File: src/hdl/coapop_pkg.sv
// Shared types and constants for the CoAP option stream parser.
// No dependencies; imported by coap_option_stream_parser_unit and tb_top.
`timescale 1ns / 1ps

package coapop_pkg;

    // Width of the per-message byte counter
    localparam int MSG_COUNT_BITS = 16;

    // Field widths
    localparam int BYTE_W   = 8;
    localparam int ROLE_W   = 3;
    localparam int OPT_W    = 20;
    localparam int REG_W    = 16;
    localparam int EXT_W    = 17;
    localparam int CFG_IDX_W = 1;
    localparam int OUT_TDATA_W = 88;

    // Configuration register indexes
    localparam logic [CFG_IDX_W-1:0] CFG_WATCHED_OPTION  = 1'd0;
    localparam logic [CFG_IDX_W-1:0] CFG_WATCHED_MAX_LEN = 1'd1;

    localparam logic [REG_W-1:0] WATCHED_OPTION_RST  = 16'd11;
    localparam logic [REG_W-1:0] WATCHED_MAX_LEN_RST = 16'd255;

    // Byte roles reported on tuser
    localparam logic [ROLE_W-1:0] ROLE_CODE    = 3'd0;
    localparam logic [ROLE_W-1:0] ROLE_HEADER  = 3'd1;
    localparam logic [ROLE_W-1:0] ROLE_EXT_DLT = 3'd2;
    localparam logic [ROLE_W-1:0] ROLE_EXT_LEN = 3'd3;
    localparam logic [ROLE_W-1:0] ROLE_VALUE   = 3'd4;
    localparam logic [ROLE_W-1:0] ROLE_MARKER  = 3'd5;
    localparam logic [ROLE_W-1:0] ROLE_PAYLOAD = 3'd6;
    localparam logic [ROLE_W-1:0] ROLE_ERROR   = 3'd7;

    // Parser phases
    localparam logic [3:0] PH_CODE    = 4'd0;
    localparam logic [3:0] PH_HDR     = 4'd1;
    localparam logic [3:0] PH_DHI     = 4'd2;
    localparam logic [3:0] PH_DLO     = 4'd3;
    localparam logic [3:0] PH_LHI     = 4'd4;
    localparam logic [3:0] PH_LLO     = 4'd5;
    localparam logic [3:0] PH_VALUE   = 4'd6;
    localparam logic [3:0] PH_PAYLOAD = 4'd7;
    localparam logic [3:0] PH_ERROR   = 4'd8;

    // Protocol constants
    localparam logic [BYTE_W-1:0] PAYLOAD_MARK = 8'hFF;
    localparam logic [3:0]        NIB_EXT1     = 4'd13;
    localparam logic [3:0]        NIB_EXT2     = 4'd14;
    localparam logic [3:0]        NIB_BAD      = 4'd15;
    localparam logic [EXT_W-1:0]  EXT2_BASE    = 17'd269;
    localparam logic [OPT_W-1:0]  OPT_SAT      = 20'hFFFFF;
    localparam logic [REG_W-1:0]  LEN_SAT      = 16'hFFFF;

    // One result item, last field (opt_number) in the lowest bits of tdata
    typedef struct packed {
        logic             pad;
        logic [REG_W-1:0] payload_bytes;
        logic [REG_W-1:0] payload_offset;
        logic             payload_found;
        logic [REG_W-1:0] watched_len;
        logic [REG_W-1:0] watched_offset;
        logic             watched_found;
        logic             ok;
        logic [OPT_W-1:0] opt_number;
    } result_t;

endpackage

File: src/hdl/coap_option_stream_parser_unit.sv
// CoAP option stream parser: top level with input register, parse logic and result register.
// Depends on coapop_pkg.
`timescale 1ns / 1ps

// Channel   Direction  Handshake                  Payload
// s_axis    in         s_tvalid / s_tready        s_tdata = data_byte, s_tlast = last
// m_axis    out        m_tvalid / m_tready        m_tdata = result_t, m_tuser = byte_role,
//                                                 m_tlast = done_res
// cfg       in         cfg_we                     cfg_index, cfg_data
//
// One byte per cycle sustained while m_axis accepts results; a byte goes from the input register into
// the result register when it is parsed, and the parse state is updated once per byte from the input register.
// Reset clears the parse state and loads the register defaults; both stages start empty.
// A stall on m_axis holds the result register and backs up into the input register, which
// keeps taking bytes while the result register is free or draining.

module coap_option_stream_parser_unit
(
    input  logic                                   clk,
    input  logic                                   rst_n,
    // Input stream
    input  logic                                   s_tvalid,
    output logic                                   s_tready,
    input  logic [coapop_pkg::BYTE_W-1:0]          s_tdata,   // [7:0] data_byte
    input  logic                                   s_tlast,
    // Result stream
    output logic                                   m_tvalid,
    input  logic                                   m_tready,
    // [19:0] opt_number, [20] ok, [21] watched_found, [37:22] watched_offset,
    // [53:38] watched_len, [54] payload_found, [70:55] payload_offset,
    // [86:71] payload_bytes, [87] zero
    output logic [coapop_pkg::OUT_TDATA_W-1:0]     m_tdata,
    output logic [coapop_pkg::ROLE_W-1:0]          m_tuser,   // [2:0] byte_role
    output logic                                   m_tlast,   // done_res
    // Configuration
    input  logic                                   cfg_we,
    input  logic [coapop_pkg::CFG_IDX_W-1:0]       cfg_index,
    input  logic [coapop_pkg::REG_W-1:0]           cfg_data
);
    import coapop_pkg::*;

    localparam logic [MSG_COUNT_BITS-1:0] CNT_MAX = '1;

    // Configuration registers
    logic [REG_W-1:0] watched_option_reg;
    logic [REG_W-1:0] watched_max_len_reg;

    // Input stage
    logic              in_valid_reg;
    logic [BYTE_W-1:0] in_byte_reg;
    logic              in_last_reg;
    logic              advance;

    // Parse state
    logic [3:0]                phase_reg,  phase_next;
    logic [MSG_COUNT_BITS-1:0] cnt_reg,    cnt_next;
    logic [OPT_W-1:0]          opt_reg,    opt_next;
    logic [EXT_W-1:0]          delta_reg,  delta_next;
    logic [EXT_W-1:0]          len_reg,    len_next;
    logic [EXT_W-1:0]          rem_reg,    rem_next;
    logic                      wf_reg,     wf_next;
    logic [REG_W-1:0]          woff_reg,   woff_next;
    logic [REG_W-1:0]          wlen_reg,   wlen_next;
    logic                      pf_reg,     pf_next;
    logic [REG_W-1:0]          poff_reg,   poff_next;
    logic [REG_W-1:0]          plen_reg,   plen_next;

    // Output stage
    logic              out_valid_reg;
    result_t           out_data_reg, out_data_next;
    logic [ROLE_W-1:0] out_role_reg, out_role_next;
    logic              out_last_reg;

    // Configuration writes
    always_ff @(posedge clk or negedge rst_n)
    begin
        if (!rst_n)
        begin
            watched_option_reg  <= WATCHED_OPTION_RST;
            watched_max_len_reg <= WATCHED_MAX_LEN_RST;
        end
        else if (cfg_we)
        begin
            unique case (cfg_index)
                CFG_WATCHED_OPTION:  watched_option_reg  <= cfg_data;
                CFG_WATCHED_MAX_LEN: watched_max_len_reg <= cfg_data;
                default:             ;
            endcase
        end
    end

    // Handshake: parse a held byte when the result register is free or draining
    assign advance  = in_valid_reg && (!out_valid_reg || m_tready);
    assign s_tready = !in_valid_reg || advance;

    always_ff @(posedge clk or negedge rst_n)
    begin
        if (!rst_n)
        begin
            in_valid_reg <= 1'b0;
        end
        else if (s_tready)
        begin
            in_valid_reg <= s_tvalid;
        end
    end

    always_ff @(posedge clk)
    begin
        if (s_tready && s_tvalid)
        begin
            in_byte_reg <= s_tdata;
            in_last_reg <= s_tlast;
        end
    end

    // Per-byte parse step
    always_comb
    begin
        logic [3:0]       cur_phase;
        logic [3:0]       dn;
        logic [3:0]       ln;
        logic             good;
        logic             add_req;
        logic [EXT_W-1:0] add_val;
        logic [OPT_W:0]   opt_sum;
        logic             lp_req;
        logic [3:0]       lp_nib;
        logic             fin_req;
        logic [EXT_W-1:0] fin_len;
        logic [EXT_W-1:0] dlo_sum;
        logic [EXT_W-1:0] llo_sum;
        logic [31:0]      cnt_ext;
        logic [REG_W-1:0] next_off;
        logic             hit;
        logic             fine;

        phase_next = phase_reg;
        cnt_next   = cnt_reg;
        opt_next   = opt_reg;
        delta_next = delta_reg;
        len_next   = len_reg;
        rem_next   = rem_reg;
        wf_next    = wf_reg;
        woff_next  = woff_reg;
        wlen_next  = wlen_reg;
        pf_next    = pf_reg;
        poff_next  = poff_reg;
        plen_next  = plen_reg;

        out_role_next = ROLE_ERROR;
        good    = 1'b1;
        add_req = 1'b0;
        add_val = '0;
        lp_req  = 1'b0;
        lp_nib  = '0;
        fin_req = 1'b0;
        fin_len = '0;
        dn      = in_byte_reg[7:4];
        ln      = in_byte_reg[3:0];
        dlo_sum = delta_reg + {{(EXT_W-BYTE_W){1'b0}}, in_byte_reg};
        llo_sum = len_reg + {{(EXT_W-BYTE_W){1'b0}}, in_byte_reg};
        cnt_ext = 32'(cnt_reg);
        next_off = cnt_ext[REG_W-1:0] + 16'd1;

        // Oversize message: the byte at the last count index fails
        cur_phase = phase_reg;
        if (phase_reg != PH_ERROR && cnt_reg == CNT_MAX)
        begin
            cur_phase = PH_ERROR;
        end
        phase_next = cur_phase;

        unique case (cur_phase)
            PH_CODE:
            begin
                out_role_next = ROLE_CODE;
                phase_next    = PH_HDR;
            end
            PH_HDR:
            begin
                if (in_byte_reg == PAYLOAD_MARK)
                begin
                    out_role_next = ROLE_MARKER;
                    pf_next    = 1'b1;
                    poff_next  = next_off;
                    plen_next  = '0;
                    phase_next = PH_PAYLOAD;
                end
                else if (dn == NIB_BAD || ln == NIB_BAD)
                begin
                    good = 1'b0;
                end
                else
                begin
                    out_role_next = ROLE_HEADER;
                    len_next = {{(EXT_W-4){1'b0}}, ln};
                    if (dn == NIB_EXT1)
                    begin
                        delta_next = {{(EXT_W-4){1'b0}}, NIB_EXT1};
                        phase_next = PH_DLO;
                    end
                    else if (dn == NIB_EXT2)
                    begin
                        delta_next = EXT2_BASE;
                        phase_next = PH_DHI;
                    end
                    else
                    begin
                        delta_next = {{(EXT_W-4){1'b0}}, dn};
                        add_req = 1'b1;
                        add_val = {{(EXT_W-4){1'b0}}, dn};
                        lp_req  = 1'b1;
                        lp_nib  = ln;
                    end
                end
            end
            PH_DHI:
            begin
                out_role_next = ROLE_EXT_DLT;
                delta_next = EXT2_BASE + {1'b0, in_byte_reg, 8'd0};
                phase_next = PH_DLO;
            end
            PH_DLO:
            begin
                out_role_next = ROLE_EXT_DLT;
                delta_next = dlo_sum;
                add_req = 1'b1;
                add_val = dlo_sum;
                lp_req  = 1'b1;
                lp_nib  = len_reg[3:0];
            end
            PH_LHI:
            begin
                out_role_next = ROLE_EXT_LEN;
                len_next   = EXT2_BASE + {1'b0, in_byte_reg, 8'd0};
                phase_next = PH_LLO;
            end
            PH_LLO:
            begin
                out_role_next = ROLE_EXT_LEN;
                len_next = llo_sum;
                fin_req  = 1'b1;
                fin_len  = llo_sum;
            end
            PH_VALUE:
            begin
                out_role_next = ROLE_VALUE;
                if (rem_reg != '0)
                begin
                    rem_next = rem_reg - 17'd1;
                end
                if (rem_reg <= 17'd1)
                begin
                    phase_next = PH_HDR;
                end
            end
            PH_PAYLOAD:
            begin
                out_role_next = ROLE_PAYLOAD;
                if (plen_reg != LEN_SAT)
                begin
                    plen_next = plen_reg + 16'd1;
                end
            end
            default:
            begin
                out_role_next = ROLE_ERROR;
            end
        endcase

        // Accumulate the option number, saturating
        opt_sum = {1'b0, opt_reg} + {{(OPT_W+1-EXT_W){1'b0}}, add_val};
        if (add_req)
        begin
            opt_next = (opt_sum > {1'b0, OPT_SAT}) ? OPT_SAT : opt_sum[OPT_W-1:0];
        end

        // Length nibble: extend or finish the header
        if (lp_req)
        begin
            len_next = {{(EXT_W-4){1'b0}}, lp_nib};
            if (lp_nib == NIB_EXT1)
            begin
                phase_next = PH_LLO;
            end
            else if (lp_nib == NIB_EXT2)
            begin
                phase_next = PH_LHI;
            end
            else
            begin
                fin_req = 1'b1;
                fin_len = {{(EXT_W-4){1'b0}}, lp_nib};
            end
        end

        // Header complete: check the watched length, record the watched option, enter any value
        hit = (opt_next == {{(OPT_W-REG_W){1'b0}}, watched_option_reg});
        if (fin_req)
        begin
            if (hit && fin_len > {1'b0, watched_max_len_reg})
            begin
                good = 1'b0;
            end
            else
            begin
                if (hit)
                begin
                    wf_next   = 1'b1;
                    woff_next = next_off;
                    wlen_next = fin_len[REG_W-1:0];
                end
                rem_next   = fin_len;
                phase_next = (fin_len != '0) ? PH_VALUE : PH_HDR;
            end
        end

        if (!good)
        begin
            out_role_next = ROLE_ERROR;
            phase_next    = PH_ERROR;
        end

        cnt_next = (cnt_reg == CNT_MAX) ? cnt_reg : cnt_reg + 1'b1;

        // Result fields; summary only on a clean last byte
        fine = phase_next != PH_ERROR && phase_next != PH_DHI && phase_next != PH_DLO &&
               phase_next != PH_LHI && phase_next != PH_LLO && phase_next != PH_VALUE;

        out_data_next = '0;
        out_data_next.opt_number = opt_next;
        if (in_last_reg && fine)
        begin
            out_data_next.ok             = 1'b1;
            out_data_next.watched_found  = wf_next;
            out_data_next.watched_offset = woff_next;
            out_data_next.watched_len    = wlen_next;
            out_data_next.payload_found  = pf_next;
            out_data_next.payload_offset = poff_next;
            out_data_next.payload_bytes  = plen_next;
        end

        // Last byte: start the next message afresh
        if (in_last_reg)
        begin
            phase_next = PH_CODE;
            cnt_next   = '0;
            opt_next   = '0;
            delta_next = '0;
            len_next   = '0;
            rem_next   = '0;
            wf_next    = 1'b0;
            woff_next  = '0;
            wlen_next  = '0;
            pf_next    = 1'b0;
            poff_next  = '0;
            plen_next  = '0;
        end
    end

    // Advance the parse state once per byte
    always_ff @(posedge clk or negedge rst_n)
    begin
        if (!rst_n)
        begin
            phase_reg <= PH_CODE;
            cnt_reg   <= '0;
            opt_reg   <= '0;
            delta_reg <= '0;
            len_reg   <= '0;
            rem_reg   <= '0;
            wf_reg    <= 1'b0;
            woff_reg  <= '0;
            wlen_reg  <= '0;
            pf_reg    <= 1'b0;
            poff_reg  <= '0;
            plen_reg  <= '0;
        end
        else if (advance)
        begin
            phase_reg <= phase_next;
            cnt_reg   <= cnt_next;
            opt_reg   <= opt_next;
            delta_reg <= delta_next;
            len_reg   <= len_next;
            rem_reg   <= rem_next;
            wf_reg    <= wf_next;
            woff_reg  <= woff_next;
            wlen_reg  <= wlen_next;
            pf_reg    <= pf_next;
            poff_reg  <= poff_next;
            plen_reg  <= plen_next;
        end
    end

    // Result register: load on advance, drop after the transfer
    always_ff @(posedge clk or negedge rst_n)
    begin
        if (!rst_n)
        begin
            out_valid_reg <= 1'b0;
        end
        else if (advance)
        begin
            out_valid_reg <= 1'b1;
        end
        else if (m_tready)
        begin
            out_valid_reg <= 1'b0;
        end
    end

    always_ff @(posedge clk)
    begin
        if (advance)
        begin
            out_data_reg <= out_data_next;
            out_role_reg <= out_role_next;
            out_last_reg <= in_last_reg;
        end
    end

    assign m_tvalid = out_valid_reg;
    assign m_tdata  = out_data_reg;
    assign m_tuser  = out_role_reg;
    assign m_tlast  = out_last_reg;

    // A clean summary only ever comes with the last byte
    assert property (@(posedge clk) disable iff (!rst_n)
        (m_tvalid && out_data_reg.ok) |-> m_tlast)
        else $error("ok flagged on a byte that does not end the message");

    // An error byte never reports success
    assert property (@(posedge clk) disable iff (!rst_n)
        (m_tvalid && m_tuser == ROLE_ERROR) |-> !out_data_reg.ok)
        else $error("ok flagged on an error byte");

    // The last byte returns the parser to the code byte
    assert property (@(posedge clk) disable iff (!rst_n)
        (advance && in_last_reg) |=> (phase_reg == PH_CODE && cnt_reg == '0))
        else $error("parse state not cleared after the last byte");

    // A held byte is not lost while the result side stalls
    assert property (@(posedge clk) disable iff (!rst_n)
        (in_valid_reg && !advance) |=> in_valid_reg)
        else $error("input register dropped a byte during a stall");

endmodule

File: config.mk
export PLATFORM = sky130hd
export DESIGN_NAME = coap_option_stream_parser_unit
export DESIGN_NICKNAME = d
export VERILOG_FILES = /design/src/hdl/coapop_pkg.sv /design/src/hdl/coap_option_stream_parser_unit.sv
export SDC_FILE = /design/constraint.sdc
export NUM_CORES = 1
export LEC_CHECK = 0
export ABC_AREA = 1
export BUFFER_PORTS_ARGS = -buffer_cell sky130_fd_sc_hd__buf_2
export CAP_MARGIN = 20
export CORE_ASPECT_RATIO = 1.1
export CORE_UTILIZATION = 32
export DETAILED_ROUTE_END_ITERATION = 10
export GPL_TIMING_DRIVEN = 0
export HOLD_SLACK_MARGIN = 0.06
export MAX_ROUTING_LAYER = met4
export PLACE_DENSITY_LB_ADDON = 0.1
export RECOVER_POWER = 50
export SYNTH_ARGS = -nofsm -noshare
export SYNTH_HDL_FRONTEND = slang
export SYNTH_SLANG_ARGS = --single-unit
File: constraint.sdc
create_clock -name clk -period 11.2 [get_ports clk]
set_input_delay 1.68 -clock clk [delete_from_list [all_inputs] [get_ports clk]]
set_output_delay 1.68 -clock clk [all_outputs]
set_load 0.1 [all_outputs]
* Word-level counts from Yosys, hierarchy flattened
Index checks and enable logic that the tools add are counted.
Widths: inputs -> output; s select.
** Storage, ports and cells
- Register bits :: 291
- Bits in latches :: 0
- Memory bits (writable) :: 0
- Bits in read-only memories :: 0
- Input bits :: 31
- Output and inout bits :: 94
- Memories kept :: 0
** Operators by class
- Add/sub/neg operators :: 7
- Multipliers :: 0
- Divide/modulo/power cells :: 0
- Order comparisons :: 3
- Eq/ne operators :: 29
- Shifts and indexed selects :: 0
- Muxes and demuxes :: 92
- Bitwise gates (word level) :: 1
- Reductions and logical operators :: 28
** Operator list (number)
- $mux 17 :: 16
- $mux 16 :: 16
- $pmux 17 s3 :: 2
- $mux 4 :: 21
- $mux 20 :: 3
- $add 17x8->17 :: 2
- $pmux 17 s2 :: 1
- $reduce_bool 17->1 :: 2
- $add 16x1->16 const B :: 2
- $pmux 16 s2 :: 1
- $eq 4x4->1 const B :: 6
- $mux 1 :: 23
- $add 20x17->21 :: 1
- $gt 21x20->1 const B :: 1
- $eq 20x16->1 :: 1
- $pmux 4 s5 :: 1
- $mux 9 :: 2
- $pmux 3 s6 :: 1
- $add 9x16->17 const A :: 1
- $gt 17x16->1 :: 1
- $le 17x1->1 const B :: 1
- $sub 17x1->17 const B :: 1
- $eq 16x16->1 const B :: 1
- $eq 4x3->1 const B :: 4
- 23 further kinds :: 49

* Logic depth before layout (Yosys ltp)
- Word-level depth :: 23
- Depth in mapped cells :: 52
- Depth with buffers taken out :: 50

* Least setup slack after synthesis
No wires, ideal clock.
- Path kind :: register -> register
- Start point :: register in_byte_reg[0]
- End point :: register out_data_reg (netlist bit m_tdata[62]) (data pin)
- Library setup time :: 0.264 ns
- Arrival :: 5.215 ns
- Data required time :: 10.936 ns
- Path slack :: 5.721 ns
- Stages on the path, launching flop included :: 52
- Path buffers :: 3
- Cells stage by stage :: edfxtp_1 > ha_1 > inv_1 > fa_1 > nor2_1 > nand2_1 > nand2_1 > a21oi_1 > nor2_1 > nor2_1 > nor2_1 > o21ai_0 > nand2_1 > inv_1 > nor2_1 > inv_1 > nor3_1 > inv_1 > [... 16 more ...] > nand2_1 > nand2_1 > nor2_1 > nand2_1 > nor2_2 > nand4_4 > nor2_2 > nor2_2 > nand2_1 > inv_2 > nand2_1 > nand2_1 > inv_2 > nand2_2 > nand2_4 > buf_8 > buf_12 > nor2_4
** On the way
- Word-level cells in the longest chain between the ends :: 21
- Elaborated cells between the ends (all ways) :: 62
- Classes of those cells :: add/sub (3); order compare (2); eq/ne (11); mux (37); reduce/logical (9)
** RTL lines
- start, declared :: line coap_option_stream_parser_unit.sv:50 : logic [BYTE_W-1:0] in_byte_reg;
- start signal, assigned :: line coap_option_stream_parser_unit.sv:112 : in_byte_reg <= s_tdata;
- branches (longest 21 deep; another with $add 20x17->21)
- end signal, assigned :: line coap_option_stream_parser_unit.sv:418 : out_data_reg <= out_data_next;
- end, declared :: line coap_option_stream_parser_unit.sv:70 : result_t out_data_reg, out_data_next;
Several ways; the timed one is not identified.
A chain may end at the register's enable or synchronous reset.

==> metrics.csv <==
metric,value,unit
fin crit share,0.697,
register share of total power,0.308,
Synthesized Nets,2193,
HP Class,reg -> reg,
WL per Instance,17.7,um
clk root buf,clkbuf_16,
Synth cell types,61,
Setup Crit Path Kind,in -> async,
violated checks,"max-capacitance violations, max-slew violations",
setup_tns,0,ns
pin count of the biggest net entering global routing,100,
Net Sw Frac,0.455,
Setup Skew,0.0182,ns
sequential area share after synthesis,0.461,
placed inst area,0.0184,mm^2
LEAKAGE,8.83,nW
Starting Density,0.323,
CTS HTree Levels,2,
Max transition margin,-2.72,
# DRC,0,
"Max FO, Critical Path",99,
Die W,221,um
CP top delay family,buffers and inverters,
CP Capture Type,asynchronous set/reset pin,
Comb pwr share,0.430,
first-pass GRT wire length,83200,um
initial drt markers,938,
First-pass DRT Iterations,8,
Final Hold Fails,0,
max reg flops,87,
CTS tree,built,
row count,88,
worst-margin pin slew,5.58,ns
worst vdd ir,148,uV
area of the die,0.0538,mm^2
Setup-failing EPs final,0,
YS warnings,0,
"area leader, netlist",dfrtp_1,
Total Routing Usage GR,0.204,
share of post-route cells with drive strength above 1,0.0850,
clk buf depth,3,
final WL,52600,um
crit-path cells,clkbuf_1 -> clkbuf_2,
Via density,4.93,
Net Sw Power,0.00210,W
top-area cell type share of the netlist area,0.266,
post-CTS setup buffers,0,
worst path arrival time,7.91,ns
Pint,0.00251,W
ranking of synthesized cells by area,"dfrtp_1, edfxtp_1, nand2_1",
power share of the clock group,0.262,
number of flops mapped to enable cells by yosys,100,
via count,14600,
unrepaired setup endpoints after global routing,false,
Design Power,0.00460,W
CTS Sinks,291,
final RePlAce weighted congestion,0.877,
final slew viol count,194,
synthesized area,0.0169,mm^2
# IOs,125,
P&R area growth vs syn,15.3,%
DRT antenna net count,0,
CTS Hold Bufs,0,
I/O Buffers,123,
pwr dens,236,mW/mm^2
Post-synth ARST share,0.656,
outcome,finished with violations,
cell area after layout,0.0195,mm^2
fin cells,2970,
fmax,128,MHz
post-CTS sizing,0,
vias in the first global route,14600,
Seq cells post-synth,291,
die height,243,um
max-cap check violation count,2,
Clock Latency Late Sink,0.57,ns
crit-path max cell delay,3.76,ns
Placed Cells,2902,
HPWL after DPL,39900,um
Nets,2357,
"Data required, critical path",11.30,ns
main flop type after synthesis,dfrtp_1,
buffer and inverter count on the worst path,2,
final worst path period need,7.81,ns
core area,0.0523,mm^2
grt ovf,0,
initial antenna violation count,0,
Post-Synthesis Cells,2102,
post-synthesis average cell area,8.05,um^2
"Slowest-stage cell, CP",clkbuf_1,
"Reg clk slew, reported paths",0.06,ns
CTS Buf Count,37,
Ant. Diodes,0,
Worst Setup Start Kind,primary input,
## cells in the final DEF, fill, tap and decap left out, types with 28 or more instances in the layout
master	netlist	final
nor2_1	165	165
nand2_1	495	495
xor2_1	35	35
o22ai_1	87	87
buf_2	7	35
a21oi_1	71	71
clkbuf_1	46	149
o21ai_0	192	192
nand3_1	88	88
dfrtp_1	180	180
nor2_4	28	28
inv_1	329	329
nor3_1	30	30
edfxtp_1	100	100
clkbuf_16	0	37
ha_1	57	57
## kinds of logic after synthesis
kind of cell,Yosys count,share of synthesized area
xor gates and xnor gates,43,0.0223
DFF,291,0.461
and+or+nand+nor,893,0.238
other,1,0.000222
buffers and inverters,410,0.0974
AOI/OAI and AO/OA,404,0.136
adders and majority gates,60,0.0457
## synth_stat cells, drive strengths merged (4+ instances only)
cell type,instances
nand2,507
inv,338
nor2,208
o21ai,194
dfrtp,180
edfxtp,100
nand3,93
o22ai,87
a21oi,72
ha,57
clkbuf,46
xor2,35
nor3,30
nand4,24
buf,19
nand3b,15
dfstp,11
o211ai,10
xnor2,8
clkinv,7
nor4,7
o21bai,7
or2,6
a31oi,5
o32ai,5
a22oi,4
## per-layer routing
| layer | share of wire | track usage |
|---|---|---|
| met1 | 0.45 | 0.253 |
| met2 | 0.48 | 0.341 |
| met3 | 0.037 | 0.0281 |
| met4 | 0.033 | 0.0705 |
| met5 | 0 | - |
## per-stage QoR
stage           util  hold slack [ns]  setup WS [ns]
2_1_floorplan      -            0.448           5.72
3_3_place_gp   0.351            0.463           3.85
3_5_place_dp   0.353            0.469           4.07
4_1_cts        0.376            0.484           4.07
5_1_grt        0.373            0.509           1.94
6_report       0.373            0.482           3.39
## worst reg2reg max path: cells and delay by family, from the launching register on
kind | cells | cell delay [ns]
AOI/OAI and AO/OA | 3 | 0.33
buffers and inverters | 9 | 1.33
and+or+nand+nor | 29 | 3.39
adders and majority gates | 3 | 1.01
DFF | 1 | 0.63
xor gates and xnor gates | 1 | 0.17
## power by group through the flow
stage	sequential (W)	combinational [W]	clock [W]
2_1_floorplan	0.00183	0.00111	0
3_3_place_gp	0.00145	0.00199	0
3_5_place_dp	0.00144	0.00201	0
4_1_cts	0.00142	0.00202	0.00125
5_1_grt	0.00144	0.00217	0.00128
6_report	0.00142	0.00198	0.00121
## final timing paths
path / startpoint / slack (ns) / cells past startpoint / end
worst min-delay path: poff_reg[15] / 0.48 / 2 / poff_reg[15]
worst min register to register: poff_reg[15] / 0.48 / 2 / poff_reg[15]
max in group clk: in_byte_reg[0] / 4.12 / 45 / m_tdata[51]
worst max-delay path: rst_n / 3.39 / 2 / wlen_reg[6]
worst max register to register: in_byte_reg[0] / 4.12 / 45 / m_tdata[51]
min in group asynchronous: rst_n / 3.11 / 1 / plen_reg[8]
## layout make-up
class | instances | area [um^2]
fillers | 5509 | 32800
clock buffers | 50 | 1020
well taps | 675 | 845
repair buffers | 125 | 529
clock inverters | 18 | 183
multi-input cells | 1401 | 7470
flip-flops and latches | 291 | 7800
plain buffers | 65 | 354
inverters | 345 | 1300
(Power assumes the default switching activity.)
